$ cat src/design/hsl2rgb_pkg.sv
package hsl2rgb_pkg;

   // Hue segment of the channel curve: rise, flat high, fall, flat low
   typedef logic [1:0] hsl2rgb_seg_type;

   localparam hsl2rgb_seg_type SEG_RISE = 2'd0;
   localparam hsl2rgb_seg_type SEG_HIGH = 2'd1;
   localparam hsl2rgb_seg_type SEG_FALL = 2'd2;
   localparam hsl2rgb_seg_type SEG_LOW  = 2'd3;

   // Pipeline control handed from the top level to each channel lane
   typedef struct packed {
      logic advance;   // all stages move one place this cycle
   } hsl2rgb_ctl_type;

endpackage

$ cat src/design/hsl2rgb_ifs.sv
// Request channel: one HSL colour per transfer
interface hsl2rgb_req_if #(parameter int FRAC_BITS = 16);
   logic                 valid;
   logic                 ready;
   logic [FRAC_BITS-1:0] hue;
   logic [FRAC_BITS:0]   saturation;
   logic [FRAC_BITS:0]   lightness;

   modport source (output valid, output hue, output saturation, output lightness,
                   input ready);
   modport sink   (input valid, input hue, input saturation, input lightness,
                   output ready);
endinterface

// Response channel: one 8-bit RGB triple per transfer
interface hsl2rgb_rsp_if;
   logic       valid;
   logic       ready;
   logic [7:0] red;
   logic [7:0] green;
   logic [7:0] blue;

   modport source (output valid, output red, output green, output blue, input ready);
   modport sink   (input valid, input red, input green, input blue, output ready);
endinterface

$ cat src/design/hsl2rgb_channel.sv
// One colour lane: segment select, ramp multiply, scale to 8 bits
module hsl2rgb_channel #(
   parameter int FRAC_BITS = 16
) (
   input  logic                        clock,
   input  hsl2rgb_pkg::hsl2rgb_ctl_type ctl,
   input  logic [FRAC_BITS:0]          p_val,
   input  logic [FRAC_BITS:0]          q_val,
   input  logic [FRAC_BITS-1:0]        hue_pos,
   output logic [7:0]                  level
);

   localparam int F     = FRAC_BITS;
   localparam int ONE_I = 1 << FRAC_BITS;

   localparam logic [F:0]   ONE_V        = (F+1)'(ONE_I);
   localparam logic [F-1:0] HALF_V       = F'(ONE_I / 2);
   localparam logic [F-1:0] SIXTH_CEIL   = F'((ONE_I + 5) / 6);
   localparam logic [F-1:0] TWO_3RD_CEIL = F'((2 * ONE_I + 2) / 3);
   localparam logic [F+2:0] FOUR_ONE     = (F+3)'(4 * ONE_I);

   // Stage D: segment, ramp factor and span
   logic [F+2:0]                 t6;
   hsl2rgb_pkg::hsl2rgb_seg_type seg_in;
   logic [F+2:0]                 fac_in;
   logic [F:0]                   span_in;

   hsl2rgb_pkg::hsl2rgb_seg_type seg_d_ff;
   logic [F+2:0]                 fac_d_ff;
   logic [F:0]                   span_d_ff;
   logic [F:0]                   p_d_ff;
   logic [F:0]                   q_d_ff;

   assign t6      = {1'b0, hue_pos, 2'b00} + {2'b00, hue_pos, 1'b0};
   assign span_in = q_val - p_val;

   always_comb begin
      if (hue_pos < SIXTH_CEIL) begin
         seg_in = hsl2rgb_pkg::SEG_RISE;
      end else if (hue_pos < HALF_V) begin
         seg_in = hsl2rgb_pkg::SEG_HIGH;
      end else if (hue_pos < TWO_3RD_CEIL) begin
         seg_in = hsl2rgb_pkg::SEG_FALL;
      end else begin
         seg_in = hsl2rgb_pkg::SEG_LOW;
      end
   end

   // falling edge uses 4 - 6t; only meaningful inside that segment
   assign fac_in = (seg_in == hsl2rgb_pkg::SEG_RISE) ? t6 : (FOUR_ONE - t6);

   always_ff @(posedge clock) begin
      if (ctl.advance) begin
         seg_d_ff  <= seg_in;
         fac_d_ff  <= fac_in;
         span_d_ff <= span_in;
         p_d_ff    <= p_val;
         q_d_ff    <= q_val;
      end
   end

   // Stage E: span times ramp factor
   logic [2*F+3:0]               prod_e_ff;
   hsl2rgb_pkg::hsl2rgb_seg_type seg_e_ff;
   logic [F:0]                   p_e_ff;
   logic [F:0]                   q_e_ff;

   always_ff @(posedge clock) begin
      if (ctl.advance) begin
         prod_e_ff <= span_d_ff * fac_d_ff;
         seg_e_ff  <= seg_d_ff;
         p_e_ff    <= p_d_ff;
         q_e_ff    <= q_d_ff;
      end
   end

   // Stage F: pick level, clip to one, scale by 255 and truncate
   logic [F+3:0] ramp;
   logic [F+4:0] ramp_sum;
   logic [F+4:0] v_raw;
   logic [F:0]   v_clip;
   logic [F+8:0] scaled;
   logic [7:0]   level_in;
   logic [7:0]   level_ff;

   assign ramp     = prod_e_ff[2*F+3:F];
   assign ramp_sum = {4'b0000, p_e_ff} + {1'b0, ramp};

   always_comb begin
      case (seg_e_ff)
         hsl2rgb_pkg::SEG_RISE: v_raw = ramp_sum;
         hsl2rgb_pkg::SEG_FALL: v_raw = ramp_sum;
         hsl2rgb_pkg::SEG_HIGH: v_raw = {4'b0000, q_e_ff};
         default:               v_raw = {4'b0000, p_e_ff};
      endcase
   end

   assign v_clip   = (v_raw > {4'b0000, ONE_V}) ? ONE_V : v_raw[F:0];
   assign scaled   = {v_clip, 8'h00} - {8'h00, v_clip};
   assign level_in = scaled[F+7:F];

   always_ff @(posedge clock) begin
      if (ctl.advance) begin
         level_ff <= level_in;
      end
   end

   assign level = level_ff;

endmodule

$ cat src/design/hsl_to_rgb_converter.sv
// A request transfer passes through stage registers A to F before its response is offered.
// Throughput: one colour per cycle; the six-stage pipeline takes a new item
// every cycle and only freezes as a whole while a response is held unaccepted.
// Reset (synchronous, active high) clears the stage valid bits and holds off
// the request channel; datapath registers are not reset.
module hsl_to_rgb_converter #(
   parameter int FRAC_BITS = 16
) (
   input  logic         clock,
   input  logic         reset,
   hsl2rgb_req_if.sink  req_chan,
   hsl2rgb_rsp_if.source rsp_chan
);

   localparam int F     = FRAC_BITS;
   localparam int ONE_I = 1 << FRAC_BITS;
   localparam int NSTG  = 6;

   localparam logic [F:0]   ONE_V    = (F+1)'(ONE_I);
   localparam logic [F:0]   HALF_V   = (F+1)'(ONE_I / 2);
   localparam logic [F-1:0] THIRD_V  = F'(ONE_I / 3);
   localparam logic [F-1:0] BLUE_OFS = F'(ONE_I - ONE_I / 3);

   // Pipeline control: whole pipe moves unless the output is stalled
   logic                         advance;
   logic [NSTG-1:0]              vld_ff;
   hsl2rgb_pkg::hsl2rgb_ctl_type ctl;

   assign advance      = !vld_ff[NSTG-1] || rsp_chan.ready;
   assign req_chan.ready = advance && !reset;
   assign ctl.advance  = advance;

   always_ff @(posedge clock) begin
      if (reset) begin
         vld_ff <= '0;
      end else if (advance) begin
         vld_ff <= {vld_ff[NSTG-2:0], req_chan.valid};
      end
   end

   // Stage A: clip inputs, hue offsets, q product
   logic [F:0]   s_clip;
   logic [F:0]   l_clip;
   logic         l_low;
   logic [F+1:0] mul_b;
   logic [F-1:0] hue_r;
   logic [F-1:0] hue_b;

   logic [2*F+2:0]         prod_a_ff;
   logic [F:0]             l_a_ff;
   logic [F:0]             s_a_ff;
   logic                   low_a_ff;
   logic [2:0][F-1:0]      t_a_ff;

   assign s_clip = (req_chan.saturation > ONE_V) ? ONE_V : req_chan.saturation;
   assign l_clip = (req_chan.lightness > ONE_V) ? ONE_V : req_chan.lightness;
   assign l_low  = l_clip < HALF_V;
   assign mul_b  = l_low ? ({1'b0, ONE_V} + {1'b0, s_clip}) : {1'b0, s_clip};
   assign hue_r  = req_chan.hue + THIRD_V;
   assign hue_b  = req_chan.hue + BLUE_OFS;

   always_ff @(posedge clock) begin
      if (advance) begin
         prod_a_ff <= l_clip * mul_b;
         l_a_ff    <= l_clip;
         s_a_ff    <= s_clip;
         low_a_ff  <= l_low;
         t_a_ff    <= {hue_b, req_chan.hue, hue_r};
      end
   end

   // Stage B: finish q for both lightness halves, clip to one
   logic [F+2:0] prod_hi;
   logic [F+1:0] lq;
   logic [F+2:0] q_hi;
   logic [F+2:0] q_raw;
   logic [F:0]   q_clip;

   logic [F:0]        q_b_ff;
   logic [F:0]        l_b_ff;
   logic [2:0][F-1:0] t_b_ff;

   assign prod_hi = prod_a_ff[2*F+2:F];
   assign lq      = {1'b0, l_a_ff} + {1'b0, s_a_ff};
   assign q_hi    = ({1'b0, lq} >= prod_hi) ? ({1'b0, lq} - prod_hi) : '0;
   assign q_raw   = low_a_ff ? prod_hi : q_hi;
   assign q_clip  = (q_raw > {2'b00, ONE_V}) ? ONE_V : q_raw[F:0];

   always_ff @(posedge clock) begin
      if (advance) begin
         q_b_ff <= q_clip;
         l_b_ff <= l_a_ff;
         t_b_ff <= t_a_ff;
      end
   end

   // Stage C: p = 2l - q, held to [0, q]
   logic [F+1:0] l2;
   logic [F+1:0] pp;
   logic [F:0]   p_clip;

   logic [F:0]        p_c_ff;
   logic [F:0]        q_c_ff;
   logic [2:0][F-1:0] t_c_ff;

   assign l2     = {l_b_ff, 1'b0};
   assign pp     = (l2 >= {1'b0, q_b_ff}) ? (l2 - {1'b0, q_b_ff}) : '0;
   assign p_clip = (pp > {1'b0, q_b_ff}) ? q_b_ff : pp[F:0];

   always_ff @(posedge clock) begin
      if (advance) begin
         p_c_ff <= p_clip;
         q_c_ff <= q_b_ff;
         t_c_ff <= t_b_ff;
      end
   end

   // Stages D to F: one lane per colour (red, green, blue)
   logic [2:0][7:0] level;

   for (genvar i = 0; i < 3; i++) begin : g_lane
      hsl2rgb_channel #(
         .FRAC_BITS (FRAC_BITS)
      ) u_lane (
         .clock   (clock),
         .ctl     (ctl),
         .p_val   (p_c_ff),
         .q_val   (q_c_ff),
         .hue_pos (t_c_ff[i]),
         .level   (level[i])
      );
   end

   assign rsp_chan.valid = vld_ff[NSTG-1];
   assign rsp_chan.red   = level[0];
   assign rsp_chan.green = level[1];
   assign rsp_chan.blue  = level[2];

endmodule

$ cat src/flat_wrapper.sv
// flat-port wrapper written by rule: the top's interface ports become plain ports
module hsl_to_rgb_converter_flat 
#(
   parameter int FRAC_BITS = 16
)
  (clock, reset, req_chan_valid, req_chan_hue, req_chan_saturation, req_chan_lightness, req_chan_ready, rsp_chan_valid, rsp_chan_red, rsp_chan_green, rsp_chan_blue, rsp_chan_ready);
  hsl2rgb_req_if #(.FRAC_BITS(FRAC_BITS)) req_chan_i ();
  hsl2rgb_rsp_if rsp_chan_i ();
  input  logic clock;
  input  logic reset;
  input wire logic [$bits(req_chan_i.valid)-1:0] req_chan_valid;
  input wire logic [$bits(req_chan_i.hue)-1:0] req_chan_hue;
  input wire logic [$bits(req_chan_i.saturation)-1:0] req_chan_saturation;
  input wire logic [$bits(req_chan_i.lightness)-1:0] req_chan_lightness;
  output wire logic [$bits(req_chan_i.ready)-1:0] req_chan_ready;
  output wire logic [$bits(rsp_chan_i.valid)-1:0] rsp_chan_valid;
  output wire logic [$bits(rsp_chan_i.red)-1:0] rsp_chan_red;
  output wire logic [$bits(rsp_chan_i.green)-1:0] rsp_chan_green;
  output wire logic [$bits(rsp_chan_i.blue)-1:0] rsp_chan_blue;
  input wire logic [$bits(rsp_chan_i.ready)-1:0] rsp_chan_ready;
  assign req_chan_i.valid = req_chan_valid;
  assign req_chan_i.hue = req_chan_hue;
  assign req_chan_i.saturation = req_chan_saturation;
  assign req_chan_i.lightness = req_chan_lightness;
  assign req_chan_ready = req_chan_i.ready;
  assign rsp_chan_valid = rsp_chan_i.valid;
  assign rsp_chan_red = rsp_chan_i.red;
  assign rsp_chan_green = rsp_chan_i.green;
  assign rsp_chan_blue = rsp_chan_i.blue;
  assign rsp_chan_i.ready = rsp_chan_ready;
  hsl_to_rgb_converter #(.FRAC_BITS(FRAC_BITS)) u_core (.clock(clock), .reset(reset), .req_chan(req_chan_i), .rsp_chan(rsp_chan_i));
endmodule
$ cat config.mk
export PLATFORM = sky130hd
export DESIGN_NAME = hsl_to_rgb_converter_flat
export DESIGN_NICKNAME = d
export VERILOG_FILES = /design/src/design/hsl2rgb_pkg.sv /design/src/design/hsl2rgb_ifs.sv /design/src/design/hsl2rgb_channel.sv /design/src/design/hsl_to_rgb_converter.sv /design/src/flat_wrapper.sv
export SDC_FILE = /design/constraint.sdc
export NUM_CORES = 2
export LEC_CHECK = 0
export ABC_AREA = 1
export BUFFER_PORTS_ARGS = -buffer_cell sky130_fd_sc_hd__buf_2
export CAP_MARGIN = 30
export CORE_AREA = 2 2 379 381
export CTS_BUF_LIST = sky130_fd_sc_hd__clkbuf_2
export DETAILED_ROUTE_END_ITERATION = 10
export DIE_AREA = 0 0 381 383
export GPL_TIMING_DRIVEN = 0
export HOLD_SLACK_MARGIN = 0.1
export PLACE_DENSITY = 0.65
export SYNTH_ARGS = -nofsm -noshare
export SYNTH_HDL_FRONTEND = slang
export SYNTH_SLANG_ARGS = --single-unit
$ cat constraint.sdc
create_clock -name clock -period 13.72 [get_ports clock]
set_clock_uncertainty 0.05 [all_clocks]
set_input_delay 0.686 -clock clock [delete_from_list [all_inputs] [get_ports clock]]
set_output_delay 0.686 -clock clock [all_outputs]
set_load 0.05 [all_outputs]
Yosys cells after proc, flatten, opt, wreduce, memory -nomap -nowiden
Cells that the tools add are included.

Muxes and demuxes: 25. $mul: 4. $lt $le $gt $ge: 19. Reductions and logical operators: 13. Equal/unequal tests: 6. Add/subtract/negate cells: 19.

Operator list (number): $pmux 21 s2 (3); $mul 17x19->36 (3); $mux 17 (6); $lt 16x16->1 const B (6); $mux 19 (5); $sub 24x17->24 (3); $add 17x20->21 (3); $gt 21x17->1 const B (3); $add 18x17->19 (3); $sub 19x19->19 const A (3); $lt 16x14->1 const B (3); $mux 18 (2); $mul 17x18->35 (1); $gt 17x17->1 const B (2); $ge 18x19->1 (1); $gt 19x17->1 const B (1); $sub 18x19->19 (1); $add 17x17->18 (1); $add 17x17->18 const A (1); $ge 18x17->1 (1); $gt 18x17->1 (1); $sub 18x17->18 (1); $lt 17x16->1 const B (1); $sub 17x17->17 (1); other kinds (11) (30).

Output and inout port bits: 26. Input port bits: 54. Register bits: 574. Logic and storage cells: 124.

Longest topological paths before layout
Depth in word-level cells: 6. Gate-level depth with buffers: 38. Gate-level depth less buffers: 38.

Hierarchy
Synthesis repeated with hierarchy kept, for this count alone.

Cells, all modules: 9027. Area, all modules: 77645.7 sq um.

Modules (own cells, without submodules): hsl_to_rgb_converter (area an instance 22821.9 sq um, instances 1, seq. area each 8017.7 sq um, cells an instance 2444); hsl2rgb_channel (u_core.g_lane[0].u_lane) (area an instance 18372.6 sq um, instances 1, seq. area each 4053.9 sq um, cells an instance 2205); hsl2rgb_channel (u_core.g_lane[2].u_lane) (area an instance 18247.5 sq um, instances 1, seq. area each 4053.9 sq um, cells an instance 2198); hsl2rgb_channel (u_core.g_lane[1].u_lane) (area an instance 18203.7 sq um, instances 1, seq. area each 4053.9 sq um, cells an instance 2180).

Least setup slack after synthesis
No wires, ideal clock.

Path type: input to register. From: in rsp_chan_ready. To: reg u_core.g_lane[0].u_lane.fac_d_ff[10], enable pin. Arrival: 10.425 ns. Path buffers: 0. Stages: 2. Library setup time: 0.847 ns. Setup slack: 2.398 ns. Data required time: 12.823 ns. Cells stage by stage: nor2_1 -> inv_1.

Word-level cells in the longest chain between the ends: 1.

RTL lines: start: declaration (line flat_wrapper.sv:20) `input wire logic [$bits(rsp_chan_i.ready)-1:0] rsp_chan_ready;`; $logic_or 1x1->1 (line hsl_to_rgb_converter.sv:29) `assign advance = !vld_ff[NSTG-1] || rsp_chan.ready;`; end signal: assignment (line hsl2rgb_channel.sv:55) `fac_d_ff <= fac_in;`; end: declaration (line hsl2rgb_channel.sv:29) `logic [F+2:0] fac_d_ff;`.

No other way between the ends. A chain may end at the register's enable or synchronous reset.

==> qor.csv <==
stage;metric;value;unit
drt;vias;56312;
placement;dp.final_hpwl;169200;µm
global_routing;overflow;0;
clock_network;clkLatencyLatePin;1430;ps
run_status;outcome;complete, no violations;
floorplanning;start_util;0.4947;
min_path;holdCritPathClass;reg2reg;
sta;hold_viol;0;
synthesis;synth.avg_cell_area;8.313;µm²
sta;finalCriticalPeriod;8527;ps
floorplanning;die_y;383;µm
placement;gp_congestion;0.9795;
synthesis;yosys-top-cells-area;fa_1, edfxtp_1, ha_1;
sta;worst_slew_pin_slew;1180;ps
final_layout;nets;10470;
global_routing;grt.total_usage;0.2876;
setup_path;cp_data_required_time;14860;ps
setup_path;worst-r2r-cell-count;26;
sta;setup_viol;0;
setup_path;endpoint;u_core.g_lane[1].u_lane.prod_e_ff[31]$_DFFE_PN_;
synthesis;yosysTopAreaCellShare;0.2725;
floorplanning;coreArea;142300;µm²
synthesis;yosys.cell_types.count;70;
synthesis;synth_flop_cell;edfxtp_1;
synthesis;synth_seq_cells;503;
clock_network;cts_max_level;4;
drt;first_pass_iters;6;
drt;wl_per_cell;19.05;µm
clock_network;cts_resized;0;
synthesis;synth-edff-count;497;
floorplanning;fp.dieW;381;µm
final_layout;area_growth;7.404;%
setup_path;crit_type;reg2reg;
run;maxCapViolCount;0;
clock_network;cts_buffer_depth;3;
synthesis;synth.most_common_cell;inv_1;
clock_network;cts_made_buffers;136;
synthesis;synth_seq_area_share;0.2138;
drt;drc;0;
floorplanning;dieArea;145900;µm²
clock_network;clock_sinks;503;
global_routing;grt_pass1_vias;57848;
final_layout;drive_above_1_share;0.05026;
synthesis;yosys-top-cells-count;inv_1, nand2_1, fa_1, ha_1, edfxtp_1;
sta;max_freq;117.3;MHz
global_routing;antenna_found_initial;6;
drt;first_iter_violations;4512;
setup_path;path_max_fanout;10;
setup_path;rr_startpoint;u_core.g_lane[0].u_lane.span_d_ff[2]$_DFFE_PN_;
global_routing;grt_max_degree;129;
clock_network;root_buffer;clkbuf_2;
drt;vias_per_cell;5.221;
floorplanning;rows;139;
setup_path;critPathLaunchType;flip-flop;
sta;setup_tns;0;ps
placement;dp_slack;5080;ps
synthesis;synth_cells;8465;
placement;io_buffers;79;
setup_path;cp-end-kind;flip-flop;
setup_path;regToRegEndpoint;u_core.g_lane[1].u_lane.prod_e_ff[31]$_DFFE_PN_;
global_routing;grt_pass1_wl;322300;µm
sta;post-route-period-util;0.6215;
clock_network;cts_tree;done;
synthesis;syn_nets;10147;
sta;layout_setup_ws;5193;ps
setup_path;cp.arrival;9670;ps
synthesis;syn_area;70370;µm²
synthesis;synth.yosys.warnings;0;
drt;antenna_left;0;
sta;rsz0062_at_grt;no;
floorplanning;ios;80;
setup_path;critical_path.startpoint;u_core.g_lane[0].u_lane.span_d_ff[2]$_DFFE_PN_;
sta;slew_headroom;0.2134;
sta;slew_viol_final;0;
clock_network;clk_pin_slew;110;ps
drt;routed_wl;205400;µm
setup_path;rrSetupSlack;5190;ps
synthesis;synth_largest_area_cell;fa_1;
synthesis;synthArstFlopShare;0;
## final cells by class
class / count / area, µm²
diodes: 9 / 22.52
plain buffers: 265 / 1082
clock buffers: 175 / 875.8
clock inverters: 48 / 366.6
fillers: 13584 / 66680
inverters: 2091 / 7860
multi-input cells: 5606 / 46390
flip-flops and latches: 503 / 15040
well taps: 1903 / 2381
repair buffers: 185 / 1556
## sequential cells by signal, indices dropped and copies added (netlist names), 17 cells and up
signal and count:
u_core.g_lane.u_lane.q_d_ff 17, u_core.s_a_ff 17, u_core.g_lane.u_lane.span_d_ff 17, u_core.t_b_ff 47, u_core.prod_a_ff 19, u_core.q_b_ff 17
u_core.g_lane.u_lane.level 24, u_core.l_b_ff 17, u_core.g_lane.u_lane.p_d_ff 17, u_core.g_lane.u_lane.q_e_ff 17, u_core.l_a_ff 17, u_core.t_c_ff 47
u_core.g_lane.u_lane.fac_d_ff 53, u_core.g_lane.u_lane.p_e_ff 17, u_core.t_a_ff 47, u_core.p_c_ff 17, u_core.q_c_ff 17, u_core.g_lane.u_lane.prod_e_ff 60
## stage by stage
step                cell area, µm²    util  hold slack, ps  std cells
floorplan                    70370       -           350.3       8465
global placement             73150  0.5142           350.0      10447
detailed placement           73370  0.5157           354.5      10460
CTS                          75500  0.5307           112.7      10772
global route                 75570  0.5312           242.9      10782
finish                       75580  0.5313           305.0      10785
## kinds of logic (layout without fill, tap and decap cells)
kind of cell    Yosys count  count (layout)  share of synthesized area
compound gates          736             736                    0.06038
flops                   503             503                     0.2138
simple gates           2983            2983                     0.1750
xor+xnor                258             258                    0.03211
buf+inv                2356            2764                     0.1270
fa+ha+maj              1628            1628                     0.3917
other cells               1              10                 0.00005329
## worst min-delay path by stage
stage	slack, ps	to	depth (start not counted)	from
global placement	350	u_core.t_c_ff[18]$_DFFE_PN_	0	u_core.t_b_ff[18]$_DFFE_PN_
floorplan	350	u_core.g_lane[0].u_lane.p_e_ff[0]$_DFFE_PN_	0	u_core.g_lane[0].u_lane.p_d_ff[0]$_DFFE_PN_
detailed placement	350	u_core.g_lane[0].u_lane.p_e_ff[15]$_DFFE_PN_	0	u_core.g_lane[0].u_lane.p_d_ff[15]$_DFFE_PN_
CTS	110	u_core.s_a_ff[12]$_DFFE_PN_	4	req_chan_saturation[12]
global route	240	u_core.t_a_ff[4]$_DFFE_PN_	5	req_chan_hue[2]
finish	310	u_core.t_c_ff[14]$_DFFE_PN_	0	u_core.t_b_ff[14]$_DFFE_PN_
## repair_timing
action	in CTS	in global routing
buffers inserted	0	0
hold buffers	89	0
endpoints found under the hold margin	160	0
## critical path: stages (launching register included)
cell and delay (ps):
edfxtp_1 340, clkbuf_1 600, clkbuf_1 840, nand2_1 210, fa_1 600, inv_1 60, fa_1 540, inv_1 60
fa_1 500, inv_1 50, fa_1 530, inv_1 60, fa_1 530, inv_1 80, fa_1 440, ha_1 340
a21oi_1 170, o21ai_0 110, a21oi_1 520, nand2_1 200, a21oi_1 260, inv_1 170, a21oi_1 370, inv_1 70
a21oi_1 240, o21ai_0 150, xor2_1 160
## placed cells by master, fill, tap and decap left out, types with 184 or more instances in the layout
master / synthesis / routed
inv_1: 2065 / 2064
nand2_1: 2040 / 2040
fa_1: 958 / 958
ha_1: 670 / 670
edfxtp_1: 497 / 497
nor2_1: 431 / 431
a21oi_1: 358 / 358
clkbuf_1: 241 / 241
nand3_1: 232 / 232
xor2_1: 184 / 184
## routing by layer
metal  GRT usage  vias to the layer above  share of wire  wire length, µm
li1            -                    26581              -                -
met1      0.3658                    27172           0.41            84010
met2      0.4689                     2053           0.46            93870
met3     0.06615                      498          0.083            17130
met4      0.1279                        8          0.050            10360
met5           0                        -        0.00025               52
Power is not shown: default switching activity piles up to over one toggle a cycle in this logic, so the estimate is an artifact.
